### src/tsrc_pkg.sv
// ----------------------------------------------------------------------------
// tsrc_pkg
// Shared types and constants for the timestamp replay cursor.
// ----------------------------------------------------------------------------
package tsrc_pkg;

  localparam int TABLE_DEPTH = 1024;
  localparam int AW          = $clog2(TABLE_DEPTH);
  localparam int CW          = AW + 1;
  localparam int IDX_W       = 10;
  localparam int POS_BITS    = 16;
  localparam int POS_CW      = $clog2(POS_BITS);

  localparam logic [16:0] RATIO_ONE = 17'd65536;
  localparam logic [15:0] SPEED_MIN = 16'd3;
  localparam logic [15:0] SPEED_RST = 16'd256;
  localparam logic signed [63:0] TIME_MAX = 64'sh7FFF_FFFF_FFFF_FFFF;

  typedef enum logic [2:0] {
    OP_CLEAR  = 3'd0,
    OP_APPEND = 3'd1,
    OP_REWIND = 3'd2,
    OP_SETPL  = 3'd3,
    OP_TOGGLE = 3'd4,
    OP_SEEK   = 3'd5,
    OP_TICK   = 3'd6
  } op_t;

  typedef enum logic [1:0] {
    ST_OK    = 2'd0,
    ST_FULL  = 2'd1,
    ST_EMPTY = 2'd2
  } status_t;

  typedef enum logic [3:0] {
    S_IDLE, S_MUL_LO, S_MUL_HI, S_SEEK_ADD, S_SRCH_RD, S_SRCH_CMP,
    S_TK_MUL, S_TK_ADD, S_TK_CHK, S_WALK_RD, S_WALK_CMP,
    S_POS, S_POS_WAIT, S_DONE
  } state_t;

  typedef struct packed {
    logic        start;
    logic [63:0] num;
    logic [63:0] den;
  } div_req_t;

endpackage

### src/tsrc_div.sv
// ----------------------------------------------------------------------------
// tsrc_div
// Restoring divider producing a Q0.16 ratio num/den, one bit per cycle.
// ----------------------------------------------------------------------------
module tsrc_div (
  input  logic              clk,
  input  logic              rst_n,
  input  tsrc_pkg::div_req_t req,
  output logic              done,
  output logic [15:0]       quo
);
  import tsrc_pkg::*;

  logic              busy_r, busy_nxt;
  logic              done_r, done_nxt;
  logic [POS_CW-1:0] cnt_r, cnt_nxt;
  logic [63:0]       rem_r, rem_nxt;
  logic [63:0]       den_r, den_nxt;
  logic [15:0]       q_r, q_nxt;
  logic [64:0]       sh;

  // one quotient bit per cycle
  always_comb begin
    sh       = {rem_r, 1'b0};
    busy_nxt = busy_r;
    done_nxt = 1'b0;
    cnt_nxt  = cnt_r;
    rem_nxt  = rem_r;
    den_nxt  = den_r;
    q_nxt    = q_r;
    if (req.start) begin
      busy_nxt = 1'b1;
      cnt_nxt  = '0;
      rem_nxt  = req.num;
      den_nxt  = req.den;
      q_nxt    = '0;
    end else if (busy_r) begin
      if (sh >= {1'b0, den_r}) begin
        rem_nxt = 64'(sh - {1'b0, den_r});
        q_nxt   = {q_r[14:0], 1'b1};
      end else begin
        rem_nxt = sh[63:0];
        q_nxt   = {q_r[14:0], 1'b0};
      end
      cnt_nxt = cnt_r + POS_CW'(1);
      if (cnt_r == POS_CW'(POS_BITS - 1)) begin
        busy_nxt = 1'b0;
        done_nxt = 1'b1;
      end
    end
  end

  always_ff @(posedge clk) begin
    if (!rst_n) begin
      busy_r <= 1'b0;
      done_r <= 1'b0;
      cnt_r  <= '0;
    end else begin
      busy_r <= busy_nxt;
      done_r <= done_nxt;
      cnt_r  <= cnt_nxt;
    end
    rem_r <= rem_nxt;
    den_r <= den_nxt;
    q_r   <= q_nxt;
  end

  assign done = done_r;
  assign quo  = q_r;

endmodule

### config.mk
export PLATFORM = sky130hd
export DESIGN_NAME = tsrc_div
export DESIGN_NICKNAME = d
export VERILOG_FILES = /design/src/tsrc_pkg.sv /design/src/tsrc_div.sv
export SDC_FILE = /design/constraint.sdc
export NUM_CORES = 1
export LEC_CHECK = 0
export ABC_AREA = 1
export BUFFER_PORTS_ARGS = -buffer_cell sky130_fd_sc_hd__buf_2
export CORE_MARGIN = 2
export CORE_UTILIZATION = 53
export DETAILED_ROUTE_END_ITERATION = 16
export GPL_TIMING_DRIVEN = 0
export PLACE_DENSITY = 0.73
export SLEW_MARGIN = 20
export SYNTH_ARGS = -nofsm -noshare
export SYNTH_HDL_FRONTEND = slang
export SYNTH_SLANG_ARGS = --single-unit
### constraint.sdc
create_clock -name clk -period 5.4 [get_ports clk]
set_input_delay 0.81 -clock clk [delete_from_list [all_inputs] [get_ports clk]]
set_output_delay 0.81 -clock clk [all_outputs]
set_load 0.1 [all_outputs]
* Word-level counts from Yosys, hierarchy flattened
Cells that the tools add are included.
** Storage, ports and cells
- Input port bits :: 131
- Logic and storage cells :: 23
- Flip-flop bits (word level) :: 150
- Output and inout bits :: 17
** Operators by class
- Add/subtract/negate cells :: 2
- Eq/ne operators :: 1
- Magnitude comparators :: 1
- Mux-type cells :: 8
- Bitwise gates (word level) :: 2
- Reductions and logical operators :: 3
** Operators with widths (count)
- 2-to-1 mux 64 bit :: 3
- >= comparator 65 x 64 -> 1 bit :: 1
- subtractor 64 bit :: 1
- 2-to-1 mux 1 bit :: 5
- adder 4 x 1 -> 4 bit (second input constant) :: 1
- equality test 4 bit (second input constant) :: 1
- OR reduction 3 bit :: 1
- NOT 1 bit :: 2
- nonzero test 2 bit :: 1
- OR reduction 2 bit :: 1

* Longest topological paths before layout
- Word-level depth :: 4
- Depth in mapped cells :: 19
- Mapped depth without buffers :: 18

* Least setup slack after synthesis
OpenSTA, ideal clock, no wires.
- Path kind :: input -> register
- From :: input port req[128] in the netlist's numbering
- To :: register rem_r[0], enable pin
- Path buffers :: 1
- Required time :: 4947 ps
- Arrival :: 2953 ps
- Setup slack :: 1994 ps
- Library setup time :: 453 ps
- Stages on the path :: 3
- Cell sequence :: nor2_1 -> inv_1 -> buf_1
** On the way
- Cells in the longest elaborated chain, start to end :: 1
** RTL lines
- start: declaration :: line tsrc_div.sv:8 : input tsrc_pkg::div_req_t req,
- nonzero test 2 bit (no source line)
- end signal: assignment :: line tsrc_div.sv:63 : rem_r <= rem_nxt;
- end: declaration :: line tsrc_div.sv:17 : logic [63:0] rem_r, rem_nxt;
No other way between the ends.
A chain may end at the register's enable or synchronous reset.

* Worst setup path after layout
- From :: register rem_r[47]
- To :: register rem_r[45] (data pin)
** On the way
- Cells in the longest elaborated chain, start to end :: 4
** RTL lines
- >= comparator 65 x 64 -> 1 bit :: line tsrc_div.sv:38 : if (sh >= {1'b0, den_r}) begin
- 2-to-1 mux 64 bit :: line tsrc_div.sv:38
- 2-to-1 mux 64 bit :: line tsrc_div.sv:37 : end else if (busy_r) begin
- 2-to-1 mux 64 bit :: line tsrc_div.sv:31 : if (req.start) begin
- named net rem_nxt[45] :: line tsrc_div.sv:17
The timed path passes the listed nets, and every way through them passes these cells. The select of a mux whose other input is x is not followed.

==> results.md <==
- Fmax: 280 MHz
- # rows: 56
- Synth warnings: 0
- CP endpoint kind: flop
- Drt via density: 5.19
- Layout overhead on the synthesized area: 14.6%
- Clk_skew: 0.0223 ns
- GRT Total Usage: 34.5%
- Final critical-path share of the clock period: 66.1%
- Die Area: 24800 µm²
- Final max-slew violation count: 0
- ANT nets after route: 0
- Initial Util: 53.5%
- Final net count: 2301
- DR vias: 12.7k
- Deepest clock path buffer count: 2
- Crit start category: flop
- CP Max Fanout: 10
- Design area: 14300 µm²
- Seq cells post-synth: 150
- Share of post-route cells with drive strength above 1: 11.0%
- Synth Instances: 1935
- Synth top area cells: edfxtp_1 (31%), nand2_1 (24%), inv_1 (12%)
- Worst relative slew slack: 35.1%
- HPWL Detailed: 35000 µm
- Initial antenna violation count: 0
- Final Hold Viols: 0
- Largest net degree at the start of global routing: 39
- Ports: 148
- VDD IR max: 0.000190 V
- Height of the die: 158 µm
- Commonest non-fill, non-tap cells in the layout: nand2_1 (784), inv_1 (404), buf_2 (152)
- Finish-stage setup viols: 0
- Register area share after synthesis: 34.3%
- H-tree Lvls: 4
- GPL Wtd Cong: 0.967
- Hold crit path type: flop to flop
- CTS tree: built
- GRT overflow: 0
- Syn Std Cell Area: 12500 µm²
- Vias in the first global route: 11.9k
- Core area: 23300 µm²
- DRT Wirelength: 42800 µm
- Max Cap Violations: 0
- Die span in x: 158 µm
- DRT iter0 DRCs: 1322
- Area occupied by multi-input gates: 6420 µm²
- Status: completed
- Hold WS: 0.472 ns
- Routed wire per std cell: 17.6 µm
- # diodes: 0
- Unrepaired setup endpoints after global routing: false
- Post-CTS Setup Inserts: 0
- Cts bufs inserted: 17
- DRT Pass-1 Iters: 6
- Filler cells: 2229
- Area leader, netlist: edfxtp_1
- I/O Buffers: 147
- Post-synth top area share: 30.8%
- Syn avg cell area: 6.45 µm²
- Root buffer cell: clkbuf_16
- Setup CP Type: flop to flop
- CTS resizes: 0
- First-pass GRT wire length: 63700 µm
- P_leak: 7.93 nW
- Clock-pin slew on the worst setup and hold paths: 0.09 ns
- Post-route minimum period: 3.57 ns
- Post-Syn Nets: 2132
- # hold bufs at CTS: 0
- Synth cell types: 38
- Worst Tran Pin Value: 0.973 ns
- WP data arrival: 3.76 ns
- Most common cell after layout, fill and taps aside: nand2_1
- Sequential standard cell area: 4280 µm²
- Clock Sinks: 150
- Skew-Pair Late Insertion Delay: 0.45 ns
- Power Dens Cells: 389 nW/µm²
- Post-route DRC: 0
- Area post-placement: 13700 µm²
- WP data required: 5.59 ns
## through the flow
| stage | setup TNS [ns] | worst slack (ns) | util (%) | std cells | power, mW |
|---|---|---|---|---|---|
| floorplan | 0 | 1.99 | - | 1935 | 3.38 |
| global placement | -25.62 | -0.376 | 58.4 | 2401 | 4.16 |
| detailed placement | 0 | 2.00 | 58.7 | 2404 | 4.21 |
| CTS | 0 | 1.95 | 61.3 | 2436 | 5.49 |
| global route | 0 | 1.74 | 61.4 | 2436 | 5.89 |
| finish | 0 | 1.83 | 61.4 | 2436 | 5.57 |
## cells in the mapped netlist
cell      number
nand2_1      784
inv_1        404
edfxtp_1     128
nand3_1      125
nor2_1       107
ha_1          65
nand3b_1      62
a21oi_1       53
xnor2_1       29
dfxtp_1       22
clkbuf_1      20
inv_2         18
o21ai_0       18
nand4_1       16
o22ai_1       14
nor3_1        13
nor2_2         8
o21bai_1       8
buf_1          5
buf_2          5
buf_6          5
nor2_4         3
a21oi_2        2
and2_1         2
clkinv_1       2
nand2_4        2
o21a_1         2
or2_2          2
xor2_1         2
a21o_1         1
and2_0         1
buf_8          1
fa_1           1
nand2_2        1
nand3_2        1
nor3_2         1
nor4_1         1
o21ai_1        1
## final timing paths
kind              cells past startpoint                   from                    end  slack (ns)
hold / removal                        2  cnt_r[3]$_SDFFE_PP0P_  cnt_r[3]$_SDFFE_PP0P_        0.47
setup reg to reg                     14    rem_r[47]$_DFFE_PP_    rem_r[45]$_DFFE_PP_        1.83
hold reg to reg                       2  cnt_r[3]$_SDFFE_PP0P_  cnt_r[3]$_SDFFE_PP0P_        0.47
setup / recovery                     14    rem_r[47]$_DFFE_PP_    rem_r[45]$_DFFE_PP_        1.83
## worst max-delay path, stage by stage (launching register included)
cell and delay (ns):
edfxtp_1 0.42, ha_1 0.45, nand2_1 0.12, nand2_1 0.10, inv_1 0.12, nand2_1 0.12
a21oi_1 0.18, nand2_1 0.11, nand2_1 0.07, nand2_1 0.13, nor2_4 0.44, clkbuf_1 0.67
nand3b_1 0.18, nand3_1 0.13, nand2_1 0.07
## power by group
part	leakage [nW]	internal [mW]	switching, mW
combinational	6.17	0.894	1.86
sequential	1.46	1.46	0.0801
clock	0.303	0.655	0.618
total	7.93	3.01	2.56
## layout make-up
cell class,count,share of cell area (%)
multi-input cells,1325,44.9
clock inverters,14,1.22
repair buffers,150,5.58
clock buffers,18,3.15
inverters,424,11.1
plain buffers,36,1.35
well taps,319,2.79
flip-flops and latches,150,29.9
## flip-flops by register name, indices dropped and copies added, names as in the netlist
signal and flops:
den_r 64, cnt_r 4, busy_r 1, quo 16
done 1, rem_r 64
## kinds of logic (layout without fill, tap and decap cells)
group / after synthesis / in the layout / synth area share (%)
flip-flops: 150 / 150 / 34.3
XOR/XNOR: 31 / 31 / 2.17
adder cells (fa/ha/maj): 66 / 66 / 6.67
AO/OA/AOI/OAI: 99 / 99 / 4.39
AND/OR/NAND/NOR: 1129 / 1129 / 38.2
buffers and inverters: 460 / 642 / 14.3
## per-layer routing
metal  up-vias  wire length [µm]  global-route usage (%)
met5         -                 0                       0
met2       582             18800                    55.4
met1      5728             18900                    46.1
met4         0              1150                    10.7
met3        64              3890                    8.15
li1       6279                 -                       -
No activity file was read; power rests on OpenSTA's default activity.
